**src/u8sv_pkg.sv**
```systemverilog
// shared types and constants for the utf8 stream validator
package u8sv_pkg;

  localparam int unsigned ACC_W = 21;

  localparam logic [7:0] CTRL_LIMIT = 8'h20;
  localparam logic [7:0] CHAR_TAB   = 8'h09;
  localparam logic [7:0] CHAR_LF    = 8'h0A;

  localparam logic [7:0] LEAD2_MASK = 8'hE0;
  localparam logic [7:0] LEAD2_TAG  = 8'hC0;
  localparam logic [7:0] LEAD3_MASK = 8'hF0;
  localparam logic [7:0] LEAD3_TAG  = 8'hE0;
  localparam logic [7:0] LEAD4_MASK = 8'hF8;
  localparam logic [7:0] LEAD4_TAG  = 8'hF0;
  localparam logic [7:0] CONT_MASK  = 8'hC0;
  localparam logic [7:0] CONT_TAG   = 8'h80;

  localparam logic [7:0] LEAD2_BITS = 8'h1F;
  localparam logic [7:0] LEAD3_BITS = 8'h0F;
  localparam logic [7:0] LEAD4_BITS = 8'h07;

  localparam logic [1:0] SEQ_NONE = 2'd0;
  localparam logic [1:0] SEQ_TWO   = 2'd1;
  localparam logic [1:0] SEQ_THREE = 2'd2;
  localparam logic [1:0] SEQ_FOUR  = 2'd3;

  localparam logic [ACC_W-1:0] CP_MIN_TWO   = 21'h00080;
  localparam logic [ACC_W-1:0] CP_MIN_THREE = 21'h00800;
  localparam logic [ACC_W-1:0] CP_MIN_FOUR  = 21'h10000;
  localparam logic [ACC_W-1:0] CP_MAX       = 21'h10FFFF;
  localparam logic [ACC_W-1:0] SURR_LO      = 21'h0D800;
  localparam logic [ACC_W-1:0] SURR_HI      = 21'h0DFFF;

  typedef struct packed {
    logic [1:0]       pending;
    logic [1:0]       seq_len;
    logic [ACC_W-1:0] accum;
    logic             err_seen;
  } u8sv_state_t;

endpackage

```
**src/u8sv_in_if.sv**
```systemverilog
// byte input channel of the utf8 stream validator
interface u8sv_in_if;
  logic       valid;
  logic       ready;
  logic [7:0] data_byte;
  logic       last_byte;

  modport source (output valid, output data_byte, output last_byte, input ready);
  modport sink   (input valid, input data_byte, input last_byte, output ready);
endinterface

```
**src/u8sv_out_if.sv**
```systemverilog
// verdict output channel of the utf8 stream validator
interface u8sv_out_if;
  logic valid;
  logic ready;
  logic string_valid;

  modport source (output valid, output string_valid, input ready);
  modport sink   (input valid, input string_valid, output ready);
endinterface

```
**src/utf8_stream_validator.sv**
```systemverilog
// utf8 stream validator top level
//
// in_chan carries one byte of a string per transaction, with last_byte set
// on the final byte. out_chan carries one transaction per string, string_valid
// set when the whole string is strict utf-8 (no stray control bytes, no bad
// lead or continuation bytes, no truncation, no overlong forms, no surrogates,
// nothing above U+10FFFF).
// one byte is taken per cycle while in_chan is ready; the verdict shows on
// out_chan in the cycle after the final byte is accepted. the per-byte decode
// is a single combinational step between the state and verdict registers.
// reset clears the decode state and drops out_chan.valid; the next byte starts
// a new string. a verdict that is not taken holds on out_chan, and in_chan
// stays ready only while the verdict register is empty or being drained in
// the same cycle, so no verdict is lost or overwritten.
// an empty string cannot be presented and is left to the caller.
module utf8_stream_validator (
  input logic        clk,
  input logic        rst_n,
  u8sv_in_if.sink    in_chan,
  u8sv_out_if.source out_chan
);
  import u8sv_pkg::*;

  u8sv_state_t st_r;
  u8sv_state_t st_nxt;
  u8sv_state_t step_st;
  logic        verdict;
  logic        in_fire;
  logic        out_valid_r;
  logic        out_valid_nxt;
  logic        out_string_valid_r;
  logic        out_string_valid_nxt;

  u8sv_step u_step (
    .st_i        (st_r),
    .data_byte_i (in_chan.data_byte),
    .last_byte_i (in_chan.last_byte),
    .st_o        (step_st),
    .verdict_o   (verdict)
  );

  assign in_chan.ready = !out_valid_r || out_chan.ready;
  assign in_fire       = in_chan.valid && in_chan.ready;

  always_comb begin
    st_nxt               = st_r;
    out_valid_nxt        = out_valid_r;
    out_string_valid_nxt = out_string_valid_r;
    if (out_valid_r && out_chan.ready) begin
      out_valid_nxt = 1'b0;
    end
    if (in_fire) begin
      st_nxt = step_st;
      if (in_chan.last_byte) begin
        out_valid_nxt        = 1'b1;
        out_string_valid_nxt = verdict;
      end
    end
  end

  always_ff @(posedge clk) begin
    if (!rst_n) begin
      st_r        <= '0;
      out_valid_r <= 1'b0;
    end else begin
      st_r        <= st_nxt;
      out_valid_r <= out_valid_nxt;
    end
  end

  always_ff @(posedge clk) begin
    out_string_valid_r <= out_string_valid_nxt;
  end

  assign out_chan.valid        = out_valid_r;
  assign out_chan.string_valid = out_string_valid_r;
endmodule

```
**src/u8sv_step.sv**
```systemverilog
// next-state and verdict logic for one byte of the utf8 stream validator
module u8sv_step (
  input  u8sv_pkg::u8sv_state_t st_i,
  input  logic [7:0]            data_byte_i,
  input  logic                  last_byte_i,
  output u8sv_pkg::u8sv_state_t st_o,
  output logic                  verdict_o
);
  import u8sv_pkg::*;

  u8sv_state_t      nx;
  logic [ACC_W-1:0] cp;
  logic [1:0]       pend_dec;
  logic             overlong;
  logic             bad_cp;

  assign cp       = {st_i.accum[ACC_W-7:0], data_byte_i[5:0]};
  assign pend_dec = st_i.pending - 2'd1;
  assign overlong = (st_i.seq_len == SEQ_TWO   && cp < CP_MIN_TWO)   ||
                    (st_i.seq_len == SEQ_THREE && cp < CP_MIN_THREE) ||
                    (st_i.seq_len == SEQ_FOUR  && cp < CP_MIN_FOUR);
  assign bad_cp   = overlong || cp > CP_MAX || (cp >= SURR_LO && cp <= SURR_HI);

  always_comb begin
    nx        = st_i;
    verdict_o = 1'b0;
    if (st_i.pending == 2'd0) begin
      if (!data_byte_i[7]) begin
        if (data_byte_i < CTRL_LIMIT && data_byte_i != CHAR_TAB && data_byte_i != CHAR_LF) begin
          nx          = '0;
          nx.err_seen = 1'b1;
        end
      end else if ((data_byte_i & LEAD2_MASK) == LEAD2_TAG) begin
        nx.seq_len = SEQ_TWO;
        nx.pending = SEQ_TWO;
        nx.accum   = ACC_W'(data_byte_i & LEAD2_BITS);
      end else if ((data_byte_i & LEAD3_MASK) == LEAD3_TAG) begin
        nx.seq_len = SEQ_THREE;
        nx.pending = SEQ_THREE;
        nx.accum   = ACC_W'(data_byte_i & LEAD3_BITS);
      end else if ((data_byte_i & LEAD4_MASK) == LEAD4_TAG) begin
        nx.seq_len = SEQ_FOUR;
        nx.pending = SEQ_FOUR;
        nx.accum   = ACC_W'(data_byte_i & LEAD4_BITS);
      end else begin
        nx          = '0;
        nx.err_seen = 1'b1;
      end
    end else begin
      if ((data_byte_i & CONT_MASK) != CONT_TAG) begin
        nx          = '0;
        nx.err_seen = 1'b1;
      end else begin
        nx.accum   = cp;
        nx.pending = pend_dec;
        if (pend_dec == 2'd0) begin
          if (bad_cp) begin
            nx          = '0;
            nx.err_seen = 1'b1;
          end else begin
            nx.seq_len = SEQ_NONE;
            nx.accum   = '0;
          end
        end
      end
    end
    // final byte: give the verdict and return to idle
    if (last_byte_i) begin
      verdict_o = !(nx.err_seen || nx.pending != 2'd0);
      nx        = '0;
    end
  end

  assign st_o = nx;
endmodule

```
**src/flat_wrapper.sv**
```systemverilog
// flat-port wrapper written by rule: the top's interface ports become plain ports
module utf8_stream_validator_flat import u8sv_pkg::*;
  (clk, rst_n, in_chan_valid, in_chan_data_byte, in_chan_last_byte, in_chan_ready, out_chan_valid, out_chan_string_valid, out_chan_ready);
  u8sv_in_if in_chan_i ();
  u8sv_out_if out_chan_i ();
  input logic clk;
  input logic rst_n;
  input wire logic [$bits(in_chan_i.valid)-1:0] in_chan_valid;
  input wire logic [$bits(in_chan_i.data_byte)-1:0] in_chan_data_byte;
  input wire logic [$bits(in_chan_i.last_byte)-1:0] in_chan_last_byte;
  output wire logic [$bits(in_chan_i.ready)-1:0] in_chan_ready;
  output wire logic [$bits(out_chan_i.valid)-1:0] out_chan_valid;
  output wire logic [$bits(out_chan_i.string_valid)-1:0] out_chan_string_valid;
  input wire logic [$bits(out_chan_i.ready)-1:0] out_chan_ready;
  assign in_chan_i.valid = in_chan_valid;
  assign in_chan_i.data_byte = in_chan_data_byte;
  assign in_chan_i.last_byte = in_chan_last_byte;
  assign in_chan_ready = in_chan_i.ready;
  assign out_chan_valid = out_chan_i.valid;
  assign out_chan_string_valid = out_chan_i.string_valid;
  assign out_chan_i.ready = out_chan_ready;
  utf8_stream_validator u_core (.clk(clk), .rst_n(rst_n), .in_chan(in_chan_i), .out_chan(out_chan_i));
endmodule
```
**config.mk**
```make
export PLATFORM = sky130hd
export DESIGN_NAME = utf8_stream_validator_flat
export DESIGN_NICKNAME = d
export VERILOG_FILES = /design/src/u8sv_pkg.sv /design/src/u8sv_in_if.sv /design/src/u8sv_out_if.sv /design/src/utf8_stream_validator.sv /design/src/u8sv_step.sv /design/src/flat_wrapper.sv
export SDC_FILE = /design/constraint.sdc
export NUM_CORES = 1
export LEC_CHECK = 0
export BUFFER_PORTS_ARGS = -buffer_cell sky130_fd_sc_hd__clkbuf_2
export CORE_MARGIN = 2
export CORE_UTILIZATION = 53
export DETAILED_ROUTE_END_ITERATION = 10
export GPL_ROUTABILITY_DRIVEN = 0
export PLACE_DENSITY_LB_ADDON = 0.2
export RECOVER_POWER = 100
export SLEW_MARGIN = 40
export SYNTH_ARGS = -nofsm -noshare
export SYNTH_HDL_FRONTEND = slang
export SYNTH_SLANG_ARGS = --single-unit
export TNS_END_PERCENT = 50
```
**constraint.sdc**
```tcl
create_clock -name clk -period 2.5 [get_ports clk]
set_input_delay 0.5 -clock clk [delete_from_list [all_inputs] [get_ports clk]]
set_output_delay 0.5 -clock clk [all_outputs]
set_load 0.005 [all_outputs]
```
; After elaboration in Yosys (flattened, before gate mapping)
; Cells that the tools add are included.
[word_totals]
register_bits = 22
in_bits = 13
[op_classes]
addsub = 1
order_cmp = 7
n_eq_ne = 10
muxes = 17
n_reduce_logical = 23
[op_table]
columns = operator, n
row1 = 26-bit 2-to-1 mux, 6
row2 = 25-bit 2-to-1 mux, 3
row3 = "21-bit by 16-bit greater-or-equal comparator with 1-bit output, second input constant", 1
row4 = "21-bit greater-than comparator, second input constant", 1
row5 = "21-bit by 16-bit less-or-equal comparator with 1-bit output, second input constant", 1
row6 = "21-bit by 12-bit < comparator with 1-bit output, second input constant", 1
row7 = "21-bit by 17-bit < comparator with 1-bit output, second input constant", 1
row8 = "21-bit by 8-bit < comparator with 1-bit output, second input constant", 1
row9 = "8-bit by 4-bit inequality test with 1-bit output, second input constant", 2
row10 = 1-bit logical AND, 8
row11 = "8-bit by 6-bit < comparator with 1-bit output, second input constant", 1
row12 = 1-bit 2-to-1 mux, 7
row13 = 1-bit logical OR, 6
row14 = "5-bit == test, second input constant", 1
row15 = "2-bit == test, second input constant", 2
row16 = "4-bit == test, second input constant", 1
row17 = 2-bit logical NOT, 2
row18 = "4-bit by 3-bit inequality test with 1-bit output, second input constant", 1
row19 = 2-bit AND reduction, 2
row20 = 4-bit nonzero test, 1
row21 = "3-bit == test, second input constant", 1
row22 = 3-bit AND reduction, 1
row23 = "2-bit by 1-bit == test with 1-bit output, second input constant", 1
row24 = 1-bit logical NOT, 2
row25 = other kinds (4), 4

; Depth between registers and ports, before layout
; Gate-level depths: netlist of the first run.
[logic_depth]
word_depth = 13
depth_mapped = 8

; Hierarchy
; Synthesis of the first run repeated with hierarchy kept, for this count alone.
[hier_totals]
hier_cells = 240
hier_area_um2 = 1824.2
[by_module_without_submodules]
columns = module, instances, cells_each, area_each_um2, seq_area_each_um2
row1 = utf8_stream_validator, 1, 120, 1142.3, 570.5
row2 = u8sv_step, 1, 120, 681.9, 0.0

; Worst setup path before layout of the first run
; No wires, ideal clock.
[synth_path]
kind = register -> register
from = register u_core.st_r[25] (netlist bit)
to = register u_core.out_string_valid_r, in the netlist u_core.out_chan.string_valid, data pin
setup_ns = 0.184
t_arrival_ns = 1.582
slack_ns = 0.733
stages_incl_launch_ff = 8
path_cell_list = dfxtp_1 -> inv_1 -> ha_1 -> nor2b_1 -> and4_1 -> a211oi_2 -> o211ai_2 -> a2111oi_4
[synth_via]
elab_chain_len = 8
[synth_rtl]
columns = item, line_no
row1 = start: declaration, utf8_stream_validator.sv:24  ; u8sv_state_t st_r;
row2 = start signal: assignment, utf8_stream_validator.sv:66  ; st_r <= st_nxt;
row3 = 2-bit by 1-bit subtractor with 2-bit output, u8sv_step.sv:18  ; assign pend_dec = st_i.pending - 2'd1;
row4 = 2-bit logical NOT / 2-bit 2-to-1 mux (equally long branches), "u8sv_step.sv:56, u8sv_step.sv:57"
row5 = 26-bit 2-to-1 mux, u8sv_step.sv:56  ; if (pend_dec == 2'd0) begin
row6 = 26-bit 2-to-1 mux, u8sv_step.sv:50  ; if ((data_byte_i & CONT_MASK) != CONT_TAG) begin
row7 = 26-bit 2-to-1 mux (*), u8sv_step.sv:27  ; if (st_i.pending == 2'd0) begin
row8 = 2-bit nonzero test, u8sv_step.sv:69  ; verdict_o = !(nx.err_seen || nx.pending != 2'd0);
row9 = 1-bit logical OR (*), u8sv_step.sv:69
row10 = 1-bit logical NOT (*), u8sv_step.sv:69
row11 = named net u_core.u_step.verdict_o, u8sv_step.sv:7  ; output logic verdict_o
row12 = end signal: assignment, utf8_stream_validator.sv:72  ; out_string_valid_r <= out_string_valid_nxt;
row13 = end: declaration, utf8_stream_validator.sv:31  ; logic out_string_valid_r;
; Mark *: on every way through the listed nets, which the timed path passes. The rest lies on a longest branch. The select of a mux whose other input is x is not followed.
; A chain may end at the register's enable or synchronous reset.

; Worst setup path in the final report of the first run
; Ends and elaborated chain as after synthesis.

==> results of run 1 <==
layout make-up:
| class | instances | area share [%] |
|---|---|---|
| multi-input combinational | 118 | 55.02 |
| inverter | 4 | 1.075 |
| tap | 28 | 2.509 |
| timing repair buffer | 16 | 5.735 |
| clock buffer | 4 | 3.405 |
| sequential | 22 | 32.26 |
worst min-delay path by stage:
stage	slack (ps)	end
final	460	u_core.out_chan.valid
after floorplan	430	u_core.st_r[22]
after global placement	450	u_core.st_r[10]
after global routing	490	u_core.out_chan.valid
after detailed placement	470	u_core.st_r[4]
after CTS	440	u_core.out_chan.valid
power breakdown:
part           internal (mW)  total, mW  switching [mW]
Clock                  0.122      0.231           0.109
Sequential             0.359      0.363         0.00354
Combinational         0.0361     0.0951          0.0591
synthesized netlist by cell type (3+ instances only):
cell type / number
dfxtp_1: 21
nor2_1: 5
inv_1: 4
a21boi_1: 14
nand2_1: 23
o21ai_0: 3
nor2b_1: 5
nand3_1: 13
nor3_1: 3
and2_1: 3
a22oi_1: 3
nand2b_1: 3
a21oi_1: 6
cell families after synthesis:
kind of cell,count (synthesis),synth area share (%)
AND/OR/NAND/NOR,70,30.86
flip-flops,22,34.62
adder cells (fa/ha/maj),2,1.923
buffers and inverters,10,3.942
AO/OA/AOI/OAI,45,27.98
XOR/XNOR,1,0.6732
placed cells by master, fill, tap and decap left out, types with 2 or more instances in the layout:
master / n
a21boi_0: 14
a21oi_1: 6
a21oi_2: 2
a22oi_1: 3
and2_1: 3
and3_1: 2
clkbuf_1: 2
clkbuf_2: 13
clkbuf_4: 3
dfxtp_1: 21
ha_1: 2
inv_1: 4
nand2_1: 23
nand2b_1: 3
nand3_1: 13
nand4_1: 2
nor2_1: 5
nor2b_1: 5
nor3_1: 3
o211ai_1: 2
o21ai_0: 4
critical path, stage by stage, from the launching register on:
cell,delay [ps]
dfxtp_1,380
inv_1,70
ha_1,210
nor2b_1,160
and4_1,210
a211oi_2,290
o211ai_1,150
a2111oi_0,380
registers in the layout, summed over array words and instances (netlist names):
signal                        count
u_core.out_chan.string_valid      1
u_core.out_chan.valid             1
u_core.st_r                      20
metrics by stage:
stage	instances	worst slack [ps]	hold slack [ps]	util (%)
final	192	446.2	457.0	61.35
after global routing	192	303.2	485.2	61.35
after floorplan	150	733.2	432.0	-
after detailed placement	188	556.7	465.9	60.75
after global placement	188	603.7	454.3	60.75
after CTS	192	531.3	444.9	62.84
routing by layer:
layer / wire length (um) / up-vias
met5: 0 / -
met4: 14 / 0
met3: 105 / 2
met2: 1205 / 23
met1: 1388 / 510
li1: - / 574
==> impl_metrics.json, run 1 <==
{
  "status": "finished clean",
  "cp_data_arrival_time_ps": 2150,
  "grt_pass1_wl_um": 4712,
  "ir_worst_vdd_uv": 311.8,
  "cts_resized": 0,
  "clock_path_buffers": 2,
  "slew-limit-headroom_pct": 43.51,
  "dp_hpwl_um": 2070,
  "die_h_um": 53.55,
  "synth_enable_flop_cells": 1,
  "diodes": 0,
  "met3_usage_pct": 5.278,
  "clock_latency_ps": 310,
  "ys_warn_count": 0,
  "htree_levels": 1,
  "ctsHoldBuffers": 0,
  "rrSetupSlack_ps": 450,
  "dr.pass1.iters": 4,
  "timing.critical_path.from": "u_core.st_r[25]",
  "hold_start": "in_chan_valid",
  "synth_top_area_share_pct": 32.31,
  "postRouteAntennaNets": 0,
  "vias": 1109,
  "min_period_ps": 2054,
  "syn_area_per_cell_um2": 8.675,
  "use_met1_pct": 32.19,
  "p_leak_nw": 0.4960,
  "nFillCells": 224,
  "post-route-period-util_pct": 82.15,
  "synthCells": 150,
  "grt-busiest-layer": "met2",
  "cap_violations": 0,
  "nets": 180,
  "cts.clk_slew.worst_paths_ps": 120,
  "drive_gt1_share_pct": 17.68,
  "p_per_area_nw_per_um2": 493.9,
  "ys.flop_type": "dfxtp_1",
  "port_buffers": 15,
  "ys_seq_area_share_pct": 34.62,
  "post_cts_buffers": 0,
  "dpl_cell_area_um2": 1383,
  "synth_top_area_cell": "dfxtp_1",
  "grt_start_max_net_pins": 24,
  "worstReg2RegStart": "u_core.st_r[25]",
  "use_met2_pct": 34.57,
  "design_area_um2": 1396,
  "wire_per_inst_um": 14.14,
  "hold_viol": 0,
  "min_path_type": "input port to flop",
  "total_power_mw": 0.6896,
  "viasPerCell": 5.776,
  "crit_path_end": "u_core.out_chan.string_valid",
  "start_util_pct": 57.17,
  "timing.rr.end": "u_core.out_chan.string_valid",
  "globalRouteTotalUtil_pct": 22.59,
  "path_max_fanout": 4,
  "ys_top_cells_by_area": "dfxtp_1, a21boi_1, nand2_1, nand3_1, o21ai_4",
  "cts_tree": "yes",
  "synth_area_um2": 1301,
  "syn_nets": 165,
  "synthArstFlopShare_pct": 0,
  "drc": 0,
  "setup_viol": 0,
  "cts_num_sinks": 22,
  "fin_setup_tns_ps": 0,
  "hold_depth": 3,
  "antenna_found_initial": 0,
  "routed_wl_um": 2715,
  "rows": 17,
  "start_kind": "flop",
  "skew_ps": 1.068,
  "cts_buffers": 3,
  "grt_pass1_vias": 1025,
  "regArea_um2": 450.4,
  "drt_iter0_drc": 22,
  "critPathRequiredTime_ps": 2600,
  "multi_input_area_um2": 768.2,
  "die-area_um2": 2868,
  "ys_ff_latch": 22,
  "worstSetupEndpointType": "flop",
  "core_area_um2": 2276,
  "path_class": "flop to flop",
  "io_pins": 16,
  "cts-root-buf": "clkbuf_4",
  "overflow": 0,
  "final-max-slew-violation-count": 0,
  "synth_cell_types": 49,
  "fmax_mhz": 486.9,
  "r2r_cells": 7,
  "die_w_um": 53.55,
  "syn_to_final_growth_pct": 7.308,
  "rsz0062_at_grt": "false",
  "tightest_slew_ps": 847.4
}
Note: power is estimated with default switching activity, not from simulation.
==> inputs of run 2 (changes only) <==
--- a/config.mk
+++ b/config.mk
@@ -5,6 +5,7 @@
 export SDC_FILE = /design/constraint.sdc
 export NUM_CORES = 1
 export LEC_CHECK = 0
+export ABC_AREA = 1
 export BUFFER_PORTS_ARGS = -buffer_cell sky130_fd_sc_hd__clkbuf_2
 export CORE_MARGIN = 2
 export CORE_UTILIZATION = 53
==> constraint.sdc (replaced) <==
create_clock -name clk -period 1.9 [get_ports clk]
set_input_delay 0.38 -clock clk [delete_from_list [all_inputs] [get_ports clk]]
set_output_delay 0.38 -clock clk [all_outputs]
set_load 0.005 [all_outputs]
==> impl_metrics.json, run 2 <==
{
  "cts_tree": "yes",
  "die_w_um": 52.57,
  "r2r_cells": 10,
  "final-max-slew-violation-count": 0,
  "cap_violations": 0,
  "hold_start": "in_chan_data_byte[0]",
  "synth_top_area_share_pct": 33.63,
  "die_h_um": 52.57,
  "largest_reg_flops": 20,
  "finalCoreUtilization_pct": 61.26,
  "antenna_found_initial": 0,
  "grt_start_max_net_pins": 19,
  "holdPathEnd": "u_core.st_r[1]",
  "timing.rr.end": "u_core.st_r[10]",
  "synth.most_common_cell": "nand2_1",
  "crit_chain": "inv_1 -> ha_1 -> inv_1 -> nor2_2 -> nand3_2 -> nand2_4 -> inv_4 -> o21ai_1 -> o21ai_1 -> nor2_1",
  "ys_top_cells_by_area": "dfxtp_1, nand2_1, inv_1, a21oi_1, nor2_1",
  "drc": 0,
  "p_per_area_nw_per_um2": 696.7,
  "critPathRequiredTime_ps": 2090,
  "synth_enable_flop_cells": 1,
  "drive_gt1_share_pct": 18.09,
  "core_area_um2": 2212,
  "nFillCells": 215,
  "post_cts_buffers": 0,
  "wire_per_inst_um": 11.16,
  "clock_path_buffers": 2,
  "final_common_cell": "nand2_1",
  "synthCells": 184,
  "skew_ps": 4.278,
  "die-area_um2": 2763,
  "ir_worst_vdd_uv": 479.2,
  "cts-root-buf": "clkbuf_4",
  "p_leak_nw": 0.5877,
  "cts.clk_slew.worst_paths_ps": 120,
  "syn_area_per_cell_um2": 6.793,
  "ys_ff_latch": 22,
  "rsz0062_at_grt": "false",
  "overflow": 0,
  "routed_wl_um": 2534,
  "globalRouteTotalUtil_pct": 21.45,
  "tightest_slew_ps": 522.8,
  "dp_hpwl_um": 2000,
  "mostFrequentLayoutCells": "nand2_1, inv_1, nor2_1",
  "min_period_ps": 1708,
  "cp_data_arrival_time_ps": 1900,
  "largest_register": "u_core.st_r",
  "cts_num_sinks": 22,
  "fin_setup_tns_ps": 0,
  "viasPerCell": 5.181,
  "ys_warn_count": 0,
  "path_class": "flop to flop",
  "cts_buffers": 3,
  "port_buffers": 15,
  "worstReg2RegStart": "u_core.st_r[24]",
  "synth_top_area_cell": "dfxtp_1",
  "netlist_top_cells_count": "nand2_1, inv_1, nor2_1",
  "nets": 215,
  "cpPeakStageDelay_ps": 390,
  "synth_area_um2": 1250,
  "worstSetupEndpointType": "flop",
  "clock_latency_ps": 300,
  "path_max_fanout": 18,
  "postRouteAntennaNets": 0,
  "dr.pass1.iters": 4,
  "grt_pass1_wl_um": 4402,
  "htree_levels": 1,
  "min_path_type": "input port to flop",
  "synth_cell_types": 26,
  "syn_to_final_growth_pct": 8.408,
  "syn_nets": 199,
  "hold_depth": 3,
  "hold_viol": 0,
  "start_kind": "flop",
  "start_util_pct": 56.50,
  "ys.flop_type": "dfxtp_1",
  "setup_viol": 0,
  "post-route-period-util_pct": 89.92,
  "grt_pass1_vias": 1092,
  "ys_seq_area_share_pct": 36.04,
  "vias": 1176,
  "critical_path.slowest_cell": "dfxtp_1",
  "status": "finished clean",
  "slew-limit-headroom_pct": 65.11,
  "fmax_mhz": 585.3,
  "diodes": 0,
  "synthArstFlopShare_pct": 0,
  "rrSetupSlack_ps": 190,
  "io_pins": 16,
  "rows": 17,
  "drt_iter0_drc": 30
}
==> run 2: cell count changes after synthesis, moves of 3 or more <==
cell,delta
a21boi_1,-14
a21oi_1,+12
a22oi_1,-3
and2_1,-3
inv_1,+22
nand2_1,+13
nand2b_1,-3
nor2_1,+18
nor2_2,+6
nor2b_1,-5
o21ai_0,+7
o21ai_2,+6
==> run 2: cell families (layout without fill, tap and decap cells) <==
group	count (synthesis)	in the layout	synth area share, %
adders and majority gates	2	2	2.002
DFF	22	22	36.04
AOI/OAI and AO/OA	41	41	19.22
xor gates and xnor gates	1	1	0.7008
and+or+nand+nor	85	85	30.43
buffers and inverters	33	48	11.61
==> run 2: cell type report <==
class / count / area (um2) / share of cell area [%]
Multi-Input combinational cell: 129 / 649.4 / 47.92
Sequential cell: 22 / 450.4 / 33.24
Inverter: 29 / 111.4 / 8.218
Timing Repair Buffer: 15 / 72.57 / 5.355
Clock buffer: 4 / 36.28 / 2.678
Tap cell: 28 / 35.03 / 2.585
==> run 2: power breakdown <==
group          total (mW)  internal, mW  leakage, nW  switching (mW)
Sequential          0.508         0.492        0.181          0.0164
Clock               0.258         0.117       0.0210           0.141
Combinational       0.179        0.0625        0.385           0.116
Total               0.944         0.671        0.588           0.273
==> run 2: worst max-delay path by stage <==
stage / startpoint / endpoint / slack [ps] / depth (start not counted)
floorplan: u_core.st_r[24] / u_core.st_r[12] / 460 / 11
global placement: u_core.st_r[24] / u_core.st_r[22] / 280 / 10
detailed placement: u_core.st_r[24] / u_core.st_r[10] / 210 / 7
CTS: u_core.st_r[24] / u_core.st_r[10] / 190 / 7
global route: u_core.st_r[24] / u_core.st_r[22] / 30 / 10
finish: u_core.st_r[24] / u_core.st_r[10] / 190 / 10
==> run 2: layer usage <==
| layer | wire length [um] | vias to the layer above | global-route usage (%) | share of wire, % |
|---|---|---|---|---|
| li1 | - | 619 | - | - |
| met1 | 1175 | 520 | 25.40 | 46 |
| met2 | 1233 | 29 | 37.92 | 49 |
| met3 | 87 | 8 | 2.857 | 3.4 |
| met4 | 38 | 0 | 9.829 | 1.5 |
| met5 | 0 | - | 0 | 0 |
==> run 2: metrics by stage <==
| step | cells | total power, mW | cell area [um2] | setup slack (ps) | hold slack (ps) |
|---|---|---|---|---|---|
| floorplan | 184 | 0.6535 | 1250 | 460.0 | 439.2 |
| global placement | 223 | 0.6931 | 1326 | 280.5 | 454.1 |
| detailed placement | 223 | 0.6983 | 1326 | 213.8 | 455.8 |
| CTS | 227 | 0.9520 | 1363 | 185.8 | 309.1 |
| global route | 227 | 0.9919 | 1355 | 26.51 | 319.7 |
| finish | 227 | 0.9440 | 1355 | 191.6 | 313.7 |
==> run 2: timing repair <==
item,in CTS,in global routing
gates resized for setup,0,1
hold buffers,0,0
hold endpoints to repair,0,0
endpoints found under the setup margin,0,2
==> run 2: critical path: cells and delay by family, from the launching register on <==
family          cells  cell delay [ps]
fa+ha+maj           1              210
compound gates      2              180
simple gates        4              370
flops               1              390
buf+inv             3              450
